--- src/hdl/sef_pkg.sv ---
// Package for the STX/ETX frame encoder: types, constants and the CRC step.
// No dependencies.
package sef_pkg;

    localparam logic [7:0]  FRAME_STX    = 8'h02;
    localparam logic [7:0]  FRAME_ETX    = 8'h03;
    localparam logic [7:0]  LEN_OVERHEAD = 8'd4;
    localparam logic [15:0] CRC_POLY     = 16'h1021;
    localparam logic [7:0]  TYPE_RESET   = 8'd102;
    localparam logic [7:0]  PREFIX_RESET = 8'h05;

    localparam logic CFG_PACKET_TYPE   = 1'b0;
    localparam logic CFG_REPORT_PREFIX = 1'b1;

    typedef struct packed {
        logic [7:0] payload_len;
        logic [7:0] data_byte;
    } item_t;

    typedef enum logic [2:0] {
        PH_PREFIX,
        PH_STX,
        PH_LEN,
        PH_TYPE,
        PH_DATA,
        PH_CRCL,
        PH_CRCH,
        PH_ETX
    } phase_t;

    function automatic logic [15:0] crc_feed(input logic [15:0] crc_in, input logic [7:0] b);
        logic [15:0] c;
        c = crc_in ^ {b, 8'h00};
        for (int k = 0; k < 8; k++) begin
            if (c[15]) begin
                c = {c[14:0], 1'b0} ^ CRC_POLY;
            end else begin
                c = {c[14:0], 1'b0};
            end
        end
        return c;
    endfunction

endpackage

--- src/hdl/stx_etx_frame_encoder_crc16.sv ---
// Top level of the STX/ETX frame encoder with CRC-16 (poly 0x1021, init 0).
// Depends on sef_pkg, sef_in_reg and sef_framer.
//
//  Channel   Direction  Payload
//  s_        in         tdata[7:0] data_byte, tdata[15:8] payload_len
//  m_        out        tdata[7:0] out_byte, tlast frame_end
//  cfg_      in         index 0 packet_type, index 1 report_prefix
//
// One output item leaves per cycle unless m_ stalls. A mid-frame input item
// gives one output item, so items flow at one per cycle. The first item of
// a frame gives the prefix, STX, LEN, type and data bytes, and the last
// adds the CRC bytes, low first, and ETX, in the order set by sef_framer.
// Reset is synchronous and clears the sequencer, the CRC and both registers'
// valid flags. A stall on m_ holds the output register; the input register
// then holds one more item.
module stx_etx_frame_encoder_crc16 (
    input  logic        aclk,
    input  logic        aresetn,
    input  logic        s_tvalid,
    output logic        s_tready,
    input  logic [15:0] s_tdata,   // [7:0] data_byte, [15:8] payload_len
    output logic        m_tvalid,
    input  logic        m_tready,
    output logic [7:0]  m_tdata,   // [7:0] out_byte
    output logic        m_tlast,
    input  logic        cfg_we,
    input  logic        cfg_index,
    input  logic [7:0]  cfg_wdata
);

    logic           item_valid;
    logic           consume;
    sef_pkg::item_t item;

    sef_in_reg u_in_reg (
        .aclk       (aclk),
        .aresetn    (aresetn),
        .s_tvalid   (s_tvalid),
        .s_tready   (s_tready),
        .s_tdata    (s_tdata),
        .consume    (consume),
        .item_valid (item_valid),
        .item       (item)
    );

    sef_framer u_framer (
        .aclk       (aclk),
        .aresetn    (aresetn),
        .cfg_we     (cfg_we),
        .cfg_index  (cfg_index),
        .cfg_wdata  (cfg_wdata),
        .item_valid (item_valid),
        .item       (item),
        .consume    (consume),
        .m_tvalid   (m_tvalid),
        .m_tready   (m_tready),
        .m_tdata    (m_tdata),
        .m_tlast    (m_tlast)
    );

endmodule

--- src/hdl/sef_in_reg.sv ---
// Input register of the frame encoder: holds one accepted item until framed.
// Depends on sef_pkg.
module sef_in_reg (
    input  logic          aclk,
    input  logic          aresetn,
    input  logic          s_tvalid,
    output logic          s_tready,
    input  logic [15:0]   s_tdata,
    input  logic          consume,
    output logic          item_valid,
    output sef_pkg::item_t item
);

    logic           valid_reg, valid_next;
    sef_pkg::item_t item_reg;

    assign s_tready   = !valid_reg || consume;
    assign item_valid = valid_reg;
    assign item       = item_reg;

    always_comb begin
        valid_next = valid_reg;
        if (s_tvalid && s_tready) begin
            valid_next = 1'b1;
        end else if (consume) begin
            valid_next = 1'b0;
        end
    end

    always_ff @(posedge aclk) begin
        if (!aresetn) begin
            valid_reg <= 1'b0;
        end else begin
            valid_reg <= valid_next;
        end
    end

    always_ff @(posedge aclk) begin
        if (s_tvalid && s_tready) begin
            item_reg <= sef_pkg::item_t'(s_tdata);
        end
    end

endmodule

--- src/hdl/sef_framer.sv ---
// Frame sequencer of the encoder: configuration registers, running CRC,
// byte counter and output register. Depends on sef_pkg.
module sef_framer (
    input  logic           aclk,
    input  logic           aresetn,
    input  logic           cfg_we,
    input  logic           cfg_index,
    input  logic [7:0]     cfg_wdata,
    input  logic           item_valid,
    input  sef_pkg::item_t item,
    output logic           consume,
    output logic           m_tvalid,
    input  logic           m_tready,
    output logic [7:0]     m_tdata,
    output logic           m_tlast
);

    sef_pkg::phase_t phase_reg, phase_next;
    logic [15:0] crc_reg, crc_next;
    logic [7:0]  left_reg, left_next;
    logic [7:0]  type_reg, prefix_reg;
    logic        m_valid_reg, m_valid_next;
    logic [7:0]  m_byte_reg, m_byte_next;
    logic        m_last_reg, m_last_next;
    logic        out_free, emit;
    logic [7:0]  plen_eff, len_byte;

    assign out_free = !m_valid_reg || m_tready;
    assign plen_eff = (item.payload_len == 8'd0) ? 8'd1 : item.payload_len;
    assign len_byte = plen_eff + sef_pkg::LEN_OVERHEAD;

    always_comb begin
        case (phase_reg)
            sef_pkg::PH_CRCL, sef_pkg::PH_CRCH, sef_pkg::PH_ETX: emit = out_free;
            default: emit = out_free && item_valid;
        endcase
    end

    assign consume = emit && (phase_reg == sef_pkg::PH_DATA);

    always_comb begin
        phase_next   = phase_reg;
        crc_next     = crc_reg;
        left_next    = left_reg;
        m_valid_next = m_valid_reg && !m_tready;
        m_byte_next  = m_byte_reg;
        m_last_next  = m_last_reg;
        if (emit) begin
            m_valid_next = 1'b1;
            m_last_next  = 1'b0;
            case (phase_reg)
                sef_pkg::PH_PREFIX: begin
                    m_byte_next = prefix_reg;
                    phase_next  = sef_pkg::PH_STX;
                end
                sef_pkg::PH_STX: begin
                    m_byte_next = sef_pkg::FRAME_STX;
                    phase_next  = sef_pkg::PH_LEN;
                end
                sef_pkg::PH_LEN: begin
                    m_byte_next = len_byte;
                    crc_next    = sef_pkg::crc_feed(16'h0000, len_byte);
                    left_next   = plen_eff;
                    phase_next  = sef_pkg::PH_TYPE;
                end
                sef_pkg::PH_TYPE: begin
                    m_byte_next = type_reg;
                    crc_next    = sef_pkg::crc_feed(crc_reg, type_reg);
                    phase_next  = sef_pkg::PH_DATA;
                end
                sef_pkg::PH_DATA: begin
                    m_byte_next = item.data_byte;
                    crc_next    = sef_pkg::crc_feed(crc_reg, item.data_byte);
                    left_next   = left_reg - 8'd1;
                    phase_next  = (left_reg == 8'd1) ? sef_pkg::PH_CRCL : sef_pkg::PH_DATA;
                end
                sef_pkg::PH_CRCL: begin
                    m_byte_next = crc_reg[7:0];
                    phase_next  = sef_pkg::PH_CRCH;
                end
                sef_pkg::PH_CRCH: begin
                    m_byte_next = crc_reg[15:8];
                    phase_next  = sef_pkg::PH_ETX;
                end
                sef_pkg::PH_ETX: begin
                    m_byte_next = sef_pkg::FRAME_ETX;
                    m_last_next = 1'b1;
                    phase_next  = sef_pkg::PH_PREFIX;
                end
                default: begin
                    phase_next = sef_pkg::PH_PREFIX;
                end
            endcase
        end
    end

    always_ff @(posedge aclk) begin
        if (!aresetn) begin
            phase_reg   <= sef_pkg::PH_PREFIX;
            crc_reg     <= 16'h0000;
            left_reg    <= 8'd0;
            m_valid_reg <= 1'b0;
            type_reg    <= sef_pkg::TYPE_RESET;
            prefix_reg  <= sef_pkg::PREFIX_RESET;
        end else begin
            phase_reg   <= phase_next;
            crc_reg     <= crc_next;
            left_reg    <= left_next;
            m_valid_reg <= m_valid_next;
            if (cfg_we) begin
                case (cfg_index)
                    sef_pkg::CFG_PACKET_TYPE:   type_reg   <= cfg_wdata;
                    sef_pkg::CFG_REPORT_PREFIX: prefix_reg <= cfg_wdata;
                    default: ;
                endcase
            end
        end
    end

    always_ff @(posedge aclk) begin
        m_byte_reg <= m_byte_next;
        m_last_reg <= m_last_next;
    end

    assign m_tvalid = m_valid_reg;
    assign m_tdata  = m_byte_reg;
    assign m_tlast  = m_last_reg;

endmodule

--- config.mk ---
export PLATFORM = sky130hd
export DESIGN_NAME = stx_etx_frame_encoder_crc16
export DESIGN_NICKNAME = d
export VERILOG_FILES = /design/src/hdl/sef_pkg.sv /design/src/hdl/stx_etx_frame_encoder_crc16.sv /design/src/hdl/sef_in_reg.sv /design/src/hdl/sef_framer.sv
export SDC_FILE = /design/constraint.sdc
export NUM_CORES = 1
export LEC_CHECK = 0
export ABC_AREA = 1
export BUFFER_PORTS_ARGS = -buffer_cell sky130_fd_sc_hd__buf_2
export CORE_ASPECT_RATIO = 1.2
export CORE_UTILIZATION = 28
export CTS_CLUSTER_SIZE = 28
export DETAILED_ROUTE_END_ITERATION = 6
export GPL_TIMING_DRIVEN = 0
export PLACE_DENSITY = 0.45
export SETUP_SLACK_MARGIN = 0.3
export SYNTH_ARGS = -nofsm -noshare
export SYNTH_HDL_FRONTEND = slang
export SYNTH_SLANG_ARGS = --single-unit
export TNS_END_PERCENT = 50
--- constraint.sdc ---
create_clock -name aclk -period 4.9 [get_ports aclk]
set_input_delay 0.49 -clock aclk [delete_from_list [all_inputs] [get_ports aclk]]
set_output_delay 0.49 -clock aclk [all_outputs]
set_load 0.02 [all_outputs]
==> impl_table.tex, run 1 <==
\begin{tabular}{lr}
\hline
Metric & Value \\
\hline
\multicolumn{2}{l}{\textbf{Floorplan}} \\
Number of placement rows & 47 \\
I/O pin total & 41 \\
Starting utilization of the core area & 0.2909 \\
Die X & about 110 um \\
Die Area & 0.01497 mm2 \\
DIE HEIGHT & between 100 and 150 um \\
Core area & 0.01394 mm2 \\
\multicolumn{2}{l}{\textbf{STA}} \\
Unrepaired setup endpoints after global routing & false \\
Upper clock frequency limit & 376.2 MHz \\
Setup violations, final & 0 \\
Final Hold Vio Count & 0 \\
Count of pins over their slew limit & 0 \\
Setup WS post-layout & about 2200 ps \\
Worst Skew & 7.427 ps \\
Post-layout minimum cycle time & 2658 ps \\
Hold Worst Slack & 310.3 ps \\
Final Cycle Share & 0.5425 \\
Slew Limit Headroom & 0.5165 \\
Slew at the pin with the worst max-slew slack & 722.8 ps \\
Final-layout setup total negative slack & 0 ps \\
\multicolumn{2}{l}{\textbf{Final layout}} \\
Filler cells & 1490 \\
Share of layout cells above drive strength 1 & 0.1458 \\
Final std cells w/o fill & 761 \\
Layout area overhead & 18.61\% \\
Final standard cell utilization of the core & 0.3450 \\
Diode insertion count for antenna repair & 0 \\
Area used by multi-input combinational logic & 0.002108 mm2 \\
Final layout net count & about 620 \\
Area used by sequential logic in the layout & 0.001652 mm2 \\
\multicolumn{2}{l}{\textbf{Global route}} \\
Initial antenna violation count & 0 \\
Gr usage total & 0.1779 \\
Wire length of the first global-routing pass & $\sim$20 mm \\
Vias in the first global route & 3605 \\
Pin count of the biggest net entering global routing & 15 \\
Remaining Overflow, GRT & 0 \\
\multicolumn{2}{l}{\textbf{Synth}} \\
Register bit total from synthesis & 70 \\
Cell taking the most area after synthesis & sky130\_fd\_sc\_hd\_\_dfxtp\_1 \\
Top cells by instance count after synthesis & sky130\_fd\_sc\_hd\_\_nand2\_1 (109), sky130\_fd\_sc\_hd\_\_nor2\_1 (68), sky130\_fd\_sc\_hd\_\_inv\_1 (51), sky130\_fd\_sc\_hd\_\_o21ai\_0 (47), sky130\_fd\_sc\_hd\_\_dfxtp\_1 (45) \\
Top cells by area, synth & sky130\_fd\_sc\_hd\_\_dfxtp\_1 (22\%), sky130\_fd\_sc\_hd\_\_edfxtp\_1 (19\%), sky130\_fd\_sc\_hd\_\_nand2\_1 (10\%) \\
Top-count cell post-synth & sky130\_fd\_sc\_hd\_\_nand2\_1 \\
Share of the synthesized area in the top cell type & 0.2222 \\
Number of flops mapped to enable cells by yosys & 25 \\
Post-Synthesis Cell Area & 0.004054 mm2 \\
Post-synthesis instance total & 534 \\
Number of nets produced by synthesis & 572 \\
Post-synth cell types & 40 \\
Dominant register cell in the synthesized netlist & sky130\_fd\_sc\_hd\_\_dfxtp\_1 \\
Yosys warning total & 0 \\
Mean area per synthesized cell & roughly 7.6 um2 \\
Post-synthesis async set-or-reset flop share & 0 \\
Proportion of synthesized chip area in sequential cells & 0.4074 \\
\multicolumn{2}{l}{\textbf{Clock network}} \\
CTS tree & built \\
Number of H-tree levels & 3 \\
Post-CTS Repair Setup Buffers & 0 \\
Clock Tree Buf Depth & 2 \\
Root Buffer & sky130\_fd\_sc\_hd\_\_clkbuf\_16 \\
Inserted Clock Buffers & 9 \\
Sink Count & 70 \\
Count of hold buffers inserted by post-cts repair & 0 \\
CTS-repair resized insts & 0 \\
Clock insertion delay at the later pin of the skew report & 350 ps \\
Clock transition at the registers of the reported paths & about 60 ps \\
\multicolumn{2}{l}{\textbf{Worst setup path}} \\
Data arrival time at the worst-slack endpoint & 2170 ps \\
Max FO, Critical Path & 10 \\
Reg-to-reg critical path startpoint & u\_framer.phase\_reg[1]\$\_SDFFE\_PN0P\_ \\
Endpoint type of the worst setup path & output pin \\
Internal reg-to-reg setup slack & 2460 ps \\
CP Launch Type & register \\
Timing startpoint of the critical path & u\_framer.phase\_reg[0]\$\_SDFFE\_PN0P\_ \\
Ordered list of cells on the worst path & inv\_1 -> ha\_1 -> nand2\_2 -> clkbuf\_1 -> nor2\_1 -> nor2\_1 -> inv\_1 -> buf\_2 \\
Crit path largest cell delay & 430 ps \\
Path type of the worst setup path & reg2out \\
R2R depth & 9 \\
Worst path slowest cell & sky130\_fd\_sc\_hd\_\_clkbuf\_1 \\
Required time worst endpoint & 4410 ps \\
Critical R2R Capture & u\_in\_reg.item[7]\$\_DFFE\_PP\_ \\
\multicolumn{2}{l}{\textbf{Power and ir drop}} \\
P\_leak & 2.043 nW \\
Cell Pwr Density & 413.3 mW/mm2 \\
VDD IR-drop max & 0.0001389 V \\
\multicolumn{2}{l}{\textbf{Routing}} \\
Total via count after detailed routing & 3774 \\
First-iteration detailed-routing DRC count & 322 \\
Routed wire length & 12.79 mm \\
Initial DRT Pass Iterations & 7 \\
Drt via density & 4.959 \\
Drc violations & 1 \\
Number of antenna-violating nets in the routed design & 0 \\
DR WL/cell & 16.80 um \\
\multicolumn{2}{l}{\textbf{Status}} \\
Status & finished, violations left \\
Failing checks & design-rule violations \\
\multicolumn{2}{l}{\textbf{Placement}} \\
Instance count after placement with tap cells included & 745 \\
Count of input and output buffers & 39 \\
DPL Wire Length & roughly 9.7 mm \\
Setup Slack @ Placement & 2439 ps \\
Gpl congestion & between 0.8 and 0.9 \\
\multicolumn{2}{l}{\textbf{Min path}} \\
End point of the most critical hold path & u\_in\_reg.item[1]\$\_DFFE\_PP\_ \\
Hold/Removal Path Class & in2reg \\
Source of the worst hold timing path & s\_tdata[1] \\
Hold path depth & 1 \\
\multicolumn{2}{l}{\textbf{Run}} \\
Max-cap check violation count & 0 \\
\hline
\end{tabular}
==> cell usage in the layout (no fill, tap or decap), drive strengths merged <==
master    instances
nand2           113
or2               4
ha                8
a211oi            2
nand4             3
o31ai             1
dfxtp            45
buf              46
a31oi             3
xnor2            21
nor3              7
xor2             16
bufinv            2
clkinv            4
clkbuf           17
a41oi             1
o21ai            50
a22oi             1
a22o              1
nand3b            1
o2111ai           4
nand3            36
inv              59
o22ai             8
edfxtp           25
a21oi            32
nor2             72
a221oi            7
clkinvlp          1
==> layout make-up <==
type | count | share of cell area
clock inverters | 7 | 0.02134
well taps | 171 | 0.04450
clock buffers | 9 | 0.04684
inverters | 59 | 0.04606
repair buffers | 40 | 0.04372
plain buffers | 14 | 0.01561
flip-flops and latches | 70 | 0.3435
multi-input cells | 391 | 0.4385
==> how the worst max path moves through the flow <==
stage / end / slack, ps / cells after the start
after floorplan: u_in_reg.item[0]$_DFFE_PP_ / 2740 / 8
after global placement: u_in_reg.item[3]$_DFFE_PP_ / 1700 / 8
after detailed placement: u_in_reg.item[3]$_DFFE_PP_ / 2440 / 9
after CTS: s_tready / 2210 / 8
after global routing: s_tready / 2000 / 8
final: s_tready / 2240 / 8
==> metrics by stage <==
| stage | area [um2] | power (W) |
|---|---|---|
| final | 4808 | 0.001987 |
| after CTS | 4808 | 0.002006 |
| after global placement | 4463 | 0.001255 |
| after detailed placement | 4481 | 0.001261 |
| after global routing | 4808 | 0.002094 |
| after floorplan | 4054 | 0.001101 |
==> power by group <==
part / switching (W) / total (W) / internal [W] / leakage [nW]
combinational: 0.000349 / 0.000529 / 0.000181 / 1.28
clock: 0.000284 / 0.000736 / 0.000452 / 0.157
sequential: 0.0000508 / 0.000722 / 0.000671 / 0.609
total: 0.000684 / 0.00199 / 0.00130 / 2.04
==> kinds of logic after synthesis <==
family,Yosys count,synth area share
AO/OA/AOI/OAI,110,0.1565
adder cells (fa/ha/maj),8,0.02469
flip-flops,70,0.4074
buffers and inverters,73,0.07315
AND/OR/NAND/NOR,236,0.2509
XOR/XNOR,37,0.08735
==> layer usage <==
layer / vias to the layer above / global-route usage / wire length [um]
li1: 1881 / - / -
met1: 1779 / 0.2050 / 5422
met2: 92 / 0.3147 / 6517
met3: 22 / 0.03977 / 539
met4: 0 / 0.07808 / 310
met5: - / 0 / 0
==> worst max-delay path, delay by kind of cell, from the launching register on <==
kind / cells / cell delay, ps
simple gates: 3 / 480
flops: 1 / 380
buf+inv: 4 / 760
fa+ha+maj: 1 / 210
No activity file was read; power rests on OpenSTA's default activity.
==> inputs of run 2 (changes only) <==
clock period = 2.61 ns   (was 4.9 ns; I/O delays follow)
==> run 2 against run 1 <==
Net effect: the run still ends with design-rule violations left; worst hold slack worse by 230 ps; count of clock-buffer cells in the layout is the same; global-route usage unchanged.
==> impl_table.tex, run 2 (synthesis gave the netlist of run 1 again) <==
\begin{tabular}{lr}
\hline
Metric & Value \\
\hline
\multicolumn{2}{l}{\textbf{Status}} \\
Status & finished, violations left \\
Failing checks & design-rule violations \\
\multicolumn{2}{l}{\textbf{STA}} \\
Upper clock frequency limit & 460.0 MHz \\
Slew at the pin with the worst max-slew slack & 733.6 ps \\
Slew Limit Headroom & 0.5109 \\
Count of pins over their slew limit & 0 \\
Unrepaired setup endpoints after global routing & true \\
Final Hold Vio Count & 0 \\
Final Cycle Share & 0.8329 \\
Setup WS post-layout & 436.2 ps \\
Hold Worst Slack & 82.79 ps \\
Setup violations, final & 0 \\
Worst Skew & 7.508 ps \\
Post-layout minimum cycle time & 2174 ps \\
\multicolumn{2}{l}{\textbf{Floorplan}} \\
Starting utilization of the core area & 0.2909 \\
DIE HEIGHT & roughly 130 um \\
I/O pin total & 41 \\
Number of placement rows & between 40 and 50 \\
Die X & 111.8 um \\
Core area & 0.01394 mm2 \\
Die Area & approximately 0.015 mm2 \\
\multicolumn{2}{l}{\textbf{Clock network}} \\
Inserted Clock Buffers & 9 \\
Root Buffer & sky130\_fd\_sc\_hd\_\_clkbuf\_16 \\
CTS tree & built \\
Sink Count & 70 \\
Count of hold buffers inserted by post-cts repair & 0 \\
Clock transition at the registers of the reported paths & 60 ps \\
Clock insertion delay at the later pin of the skew report & 350 ps \\
Number of H-tree levels & 3 \\
Clock Tree Buf Depth & 2 \\
\multicolumn{2}{l}{\textbf{Power and ir drop}} \\
Clock network power share & 0.368 \\
Register share of total power & 0.362 \\
Cell Pwr Density & 767.9 mW/mm2 \\
Net switching share of the total power & 0.3435 \\
Logic gate share of total power & 0.269 \\
Cell-internal power & $\sim$0.0025 W \\
P\_leak & 2.075 nW \\
Power dissipated by switching net loads & 0.001286 W \\
VDD IR-drop max & 0.0002604 V \\
\multicolumn{2}{l}{\textbf{Global route}} \\
Initial antenna violation count & 0 \\
Remaining Overflow, GRT & 0 \\
Vias in the first global route & $\sim$3600 \\
Pin count of the biggest net entering global routing & 15 \\
Gr usage total & 0.1779 \\
Wire length of the first global-routing pass & 19.77 mm \\
\multicolumn{2}{l}{\textbf{Worst setup path}} \\
Data arrival time at the worst-slack endpoint & between 1500 and 2000 ps \\
CP Launch Type & register \\
Path type of the worst setup path & reg2out \\
Endpoint type of the worst setup path & output pin \\
Max FO, Critical Path & 9 \\
Required time worst endpoint & 2350 ps \\
R2R depth & 7 \\
\multicolumn{2}{l}{\textbf{Final layout}} \\
Layout area overhead & 20.22\% \\
Share of layout cells above drive strength 1 & 0.1585 \\
Final layout net count & 626 \\
Diode insertion count for antenna repair & 0 \\
Most frequent cells in the layout & sky130\_fd\_sc\_hd\_\_nand2\_1 (109), sky130\_fd\_sc\_hd\_\_nor2\_1 (65), sky130\_fd\_sc\_hd\_\_inv\_1 (51), sky130\_fd\_sc\_hd\_\_o21ai\_0 (47), sky130\_fd\_sc\_hd\_\_dfxtp\_1 (45) \\
Area used by multi-input combinational logic & 0.002148 mm2 \\
Most common library cell in the layout ignoring fill and taps & sky130\_fd\_sc\_hd\_\_nand2\_1 \\
Filler cells & 1482 \\
Area used by sequential logic in the layout & around 0.0017 mm2 \\
\multicolumn{2}{l}{\textbf{Routing}} \\
Routed wire length & 12.80 mm \\
Drt via density & 4.959 \\
First-iteration detailed-routing DRC count & 302 \\
Number of antenna-violating nets in the routed design & 0 \\
Total via count after detailed routing & 3789 \\
Initial DRT Pass Iterations & 7 \\
Drc violations & 1 \\
DR WL/cell & 16.75 um \\
\multicolumn{2}{l}{\textbf{Placement}} \\
DPL Wire Length & 9.691 mm \\
Setup Slack @ Placement & 148.6 ps \\
Count of input and output buffers & 39 \\
Gpl congestion & 0.8546 \\
\multicolumn{2}{l}{\textbf{Run}} \\
Max-cap check violation count & 0 \\
\multicolumn{2}{l}{\textbf{Min path}} \\
Hold path depth & 1 \\
Hold/Removal Path Class & in2reg \\
\hline
\end{tabular}
-- run 2: repair_timing --
action / 4_1_cts / 5_1_grt
endpoints found under the setup margin: 13 / 34
setup buffers: 0 / 3
cloned: 0 / 0
pin swaps: 0 / 1
resized for setup: 0 / 10
-- run 2: per-layer routing --
| metal | wire length (um) | global-route usage | vias up |
|---|---|---|---|
| met5 | 0 | 0 | - |
| met4 | 296 | 0.07808 | 0 |
| met3 | 547 | 0.03977 | 21 |
| met2 | 6584 | 0.3147 | 95 |
| met1 | 5369 | 0.2050 | 1788 |
| li1 | - | - | 1885 |
-- run 2: area by class of cell --
type,instances,share of cell area
inverter,59,0.04570
multi-input combinational,391,0.4408
tap,171,0.04390
clock buffer,9,0.04621
clock inverter,7,0.02105
buffer,14,0.01566
timing repair buffer,43,0.04775
sequential,70,0.3389
-- run 2: critical path, stage by stage, from the launching register on --
cell                      delay [ps]
sky130_fd_sc_hd__dfxtp_1         370
sky130_fd_sc_hd__inv_1            80
sky130_fd_sc_hd__ha_1            220
sky130_fd_sc_hd__nand2_1         130
sky130_fd_sc_hd__nand4_2         140
sky130_fd_sc_hd__nand2_4         150
sky130_fd_sc_hd__nor2_2           80
sky130_fd_sc_hd__nor2_2          160
sky130_fd_sc_hd__inv_1            80
sky130_fd_sc_hd__buf_2           160
-- run 2: metrics by stage --
step	utilization	power, W	std cells	TNS [ps]	instance area, um2
6_report	0.3497	0.003743	764	0	4873
5_1_grt	0.3497	0.003949	764	0	4873
4_1_cts	0.3450	0.003766	761	0	4808
3_5_place_dp	0.3215	0.002368	745	0	4481
3_3_place_gp	0.3202	0.002357	744	-9481	4463
2_1_floorplan	-	0.002067	534	0	4054
-- run 2: path summary, 6_finish.rpt --
path                                  startpoint  slack [ps]                             endpoint
max           u_framer.phase_reg[0]$_SDFFE_PN0P_         440                             s_tready
max reg2reg   u_framer.phase_reg[0]$_SDFFE_PN0P_         460        u_framer.m_tdata[6]$_DFFE_PP_
min                                   s_tdata[1]          80           u_in_reg.item[1]$_DFFE_PP_
min reg2reg  u_framer.prefix_reg[4]$_SDFFE_PN0P_         490  u_framer.prefix_reg[4]$_SDFFE_PN0P_
-- run 2: power by group through the flow --
stage	Combinational [W]	Clock [W]	Sequential [W]
detailed placement	0.000991	0	0.00138
finish	0.00101	0.00138	0.00136
global placement	0.000981	0	0.00138
CTS	0.000996	0.00142	0.00135
global route	0.00112	0.00146	0.00137
floorplan	0.000681	0	0.00139
==> inputs of run 3 (changes only) <==
PLACE_DENSITY = 0.46   (was 0.45)
clock period = 1.9 ns   (was 2.61 ns; I/O delays follow)
==> run 3 against run 2 <==
Net effect: the run still ends with design-rule violations left; non-clock buffer count increased by 37; final cell count up 4.8%; sequential power rose by 39%; largest cell class unchanged; total power is 49% higher; sequential cell count did not move; combinational power is 80% higher; clock skew grew 1.1 ps; clock power increased by 34%; die area is the same.
==> impl_table.tex, run 3 (synthesis gave the netlist of run 1 again) <==
\begin{tabular}{lr}
\hline
Metric & Value \\
\hline
\multicolumn{2}{l}{\textbf{Clock network}} \\
Number of H-tree levels & 3 \\
Count of hold buffers inserted by post-cts repair & 0 \\
CTS tree & built \\
Clock insertion delay at the later pin of the skew report & 340 ps \\
Root Buffer & sky130\_fd\_sc\_hd\_\_clkbuf\_16 \\
Sink Count & 70 \\
Clock transition at the registers of the reported paths & 60 ps \\
Inserted Clock Buffers & 9 \\
Clock Tree Buf Depth & 2 \\
\multicolumn{2}{l}{\textbf{Routing}} \\
Drc violations & 1 \\
DR WL/cell & 17.11 um \\
First-iteration detailed-routing DRC count & 243 \\
Initial DRT Pass Iterations & 6 \\
Drt via density & approximately 5 \\
Number of antenna-violating nets in the routed design & 0 \\
Total via count after detailed routing & approximately 3900 \\
Routed wire length & around 14 mm \\
\multicolumn{2}{l}{\textbf{Floorplan}} \\
Starting utilization of the core area & 0.2909 \\
Die X & 111.8 um \\
Die Area & 0.01497 mm2 \\
Number of placement rows & 47 \\
DIE HEIGHT & 133.8 um \\
Core area & between 0.01 and 0.015 mm2 \\
I/O pin total & 41 \\
\multicolumn{2}{l}{\textbf{Power and ir drop}} \\
VDD IR-drop max & 0.0003747 V \\
Cell-internal power & 0.003638 W \\
Power dissipated by switching net loads & $\sim$0.0019 W \\
Net switching share of the total power & 0.3459 \\
Clock network power share & 0.333 \\
P\_leak & 2.429 nW \\
Cell Pwr Density & 955.2 mW/mm2 \\
Design Power & 0.005561 W \\
Register share of total power & 0.339 \\
Logic gate share of total power & 0.328 \\
\multicolumn{2}{l}{\textbf{Global route}} \\
Pin count of the biggest net entering global routing & 17 \\
Gr usage total & 0.1874 \\
Remaining Overflow, GRT & 0 \\
Wire length of the first global-routing pass & 21.19 mm \\
Vias in the first global route & 3950 \\
Initial antenna violation count & 0 \\
\multicolumn{2}{l}{\textbf{Worst setup path}} \\
Max FO, Critical Path & 6 \\
Cell family with the largest share of critical-path delay & compound AO/OA/AOI/OAI gates \\
Crit path largest cell delay & 380 ps \\
Data arrival time at the worst-slack endpoint & 1910 ps \\
CP Launch Type & register \\
Ordered list of cells on the worst path & inv\_1 -> ha\_2 -> nand2\_2 -> nor2\_4 -> nand2\_4 -> nand2\_4 -> buf\_4 -> a221oi\_1 -> a21oi\_1 \\
Most frequent CP cell & sky130\_fd\_sc\_hd\_\_nand2\_4 \\
Required time worst endpoint & 1980 ps \\
Endpoint type of the worst setup path & register \\
Buffers \& Inverters on Critical Path & 2 \\
Path type of the worst setup path & reg2reg \\
Worst path slowest cell & sky130\_fd\_sc\_hd\_\_edfxtp\_1 \\
\multicolumn{2}{l}{\textbf{Final layout}} \\
Diode insertion count for antenna repair & 0 \\
Area used by sequential logic in the layout & around 0.0017 mm2 \\
Most frequent cells in the layout & sky130\_fd\_sc\_hd\_\_nand2\_1 (99), sky130\_fd\_sc\_hd\_\_nor2\_1 (63), sky130\_fd\_sc\_hd\_\_inv\_1 (43), sky130\_fd\_sc\_hd\_\_dfxtp\_1 (43), sky130\_fd\_sc\_hd\_\_buf\_2 (39) \\
Most common library cell in the layout ignoring fill and taps & sky130\_fd\_sc\_hd\_\_nand2\_1 \\
Final layout net count & between 600 and 700 \\
Area used by multi-input combinational logic & 0.002643 mm2 \\
Filler cells & 1386 \\
Share of layout cells above drive strength 1 & 0.3079 \\
Layout area overhead & 43.61\% \\
\multicolumn{2}{l}{\textbf{Run}} \\
Max-cap check violation count & 0 \\
\multicolumn{2}{l}{\textbf{Placement}} \\
Setup Slack @ Placement & -367.6 ps \\
Count of input and output buffers & 39 \\
DPL Wire Length & a little under 10 mm \\
Gpl congestion & 0.8700 \\
\multicolumn{2}{l}{\textbf{STA}} \\
Unrepaired setup endpoints after global routing & true \\
Slew Limit Headroom & 0.5904 \\
Post-layout minimum cycle time & 1835 ps \\
Hold Worst Slack & around 19 ps \\
Setup violations, final & 0 \\
Setup WS post-layout & around 65 ps \\
Final Cycle Share & 0.9659 \\
Upper clock frequency limit & between 500 and 600 MHz \\
Final Hold Vio Count & 0 \\
Slew at the pin with the worst max-slew slack & 614.3 ps \\
Count of pins over their slew limit & 0 \\
Worst Skew & 8.647 ps \\
\multicolumn{2}{l}{\textbf{Status}} \\
Failing checks & design-rule violations \\
Status & finished, violations left \\
\multicolumn{2}{l}{\textbf{Min path}} \\
Hold/Removal Path Class & in2reg \\
\hline
\end{tabular}
==> run 3: through the flow <==
| stage | utilization | setup TNS (ps) | area, um2 | instances |
|---|---|---|---|---|
| 5_1_grt | 0.4177 | 0 | 5822 | 801 |
| 2_1_floorplan | - | 0 | 4138 | 534 |
| 4_1_cts | 0.3946 | 0 | 5499 | 791 |
| 3_5_place_dp | 0.3262 | -6399 | 4547 | 744 |
| 6_report | 0.4177 | 0 | 5822 | 801 |
| 3_3_place_gp | 0.3262 | -6008 | 4547 | 744 |
==> run 3: final cells by class <==
cell class	instances	area share
inverters	59	0.04212
flip-flops and latches	70	0.2850
clock inverters	7	0.01655
multi-input cells	391	0.4539
plain buffers	14	0.02686
well taps	171	0.03675
repair buffers	80	0.1002
clock buffers	9	0.03868
==> run 3: what timing repair did <==
action,CTS,global route
gates resized for setup,71,50
cloned,0,1
pin swaps,27,28
setup buffers,31,9
setup endpoints to repair,50,50
==> run 3: worst paths after layout <==
path                                        from                                   to  slack (ps)  cells past startpoint
max                  u_in_reg.item[11]$_DFFE_PP_        u_framer.m_tdata[0]$_DFFE_PP_          60                      9
min                                  s_tdata[10]          u_in_reg.item[10]$_DFFE_PP_          20                      1
max reg2reg          u_in_reg.item[11]$_DFFE_PP_        u_framer.m_tdata[0]$_DFFE_PP_          60                      9
min reg2reg  u_framer.prefix_reg[3]$_SDFFE_PN0P_  u_framer.prefix_reg[3]$_SDFFE_PN0P_         490                      2
==> run 3: per-layer routing <==
metal	share of wire	vias up	track usage
met5	0	-	0
met4	0.023	0	0.1006
met3	0.037	20	0.03389
met2	0.54	70	0.3402
met1	0.40	1891	0.2068
li1	-	1962	-
==> run 3: power by group through the flow <==
stage | registers [W] | logic, W | clock network [W]
2_1_floorplan | 0.00191 | 0.000969 | 0
3_3_place_gp | 0.00190 | 0.00138 | 0
3_5_place_dp | 0.00190 | 0.00138 | 0
4_1_cts | 0.00188 | 0.00168 | 0.00189
5_1_grt | 0.00190 | 0.00199 | 0.00195
6_report | 0.00189 | 0.00182 | 0.00185
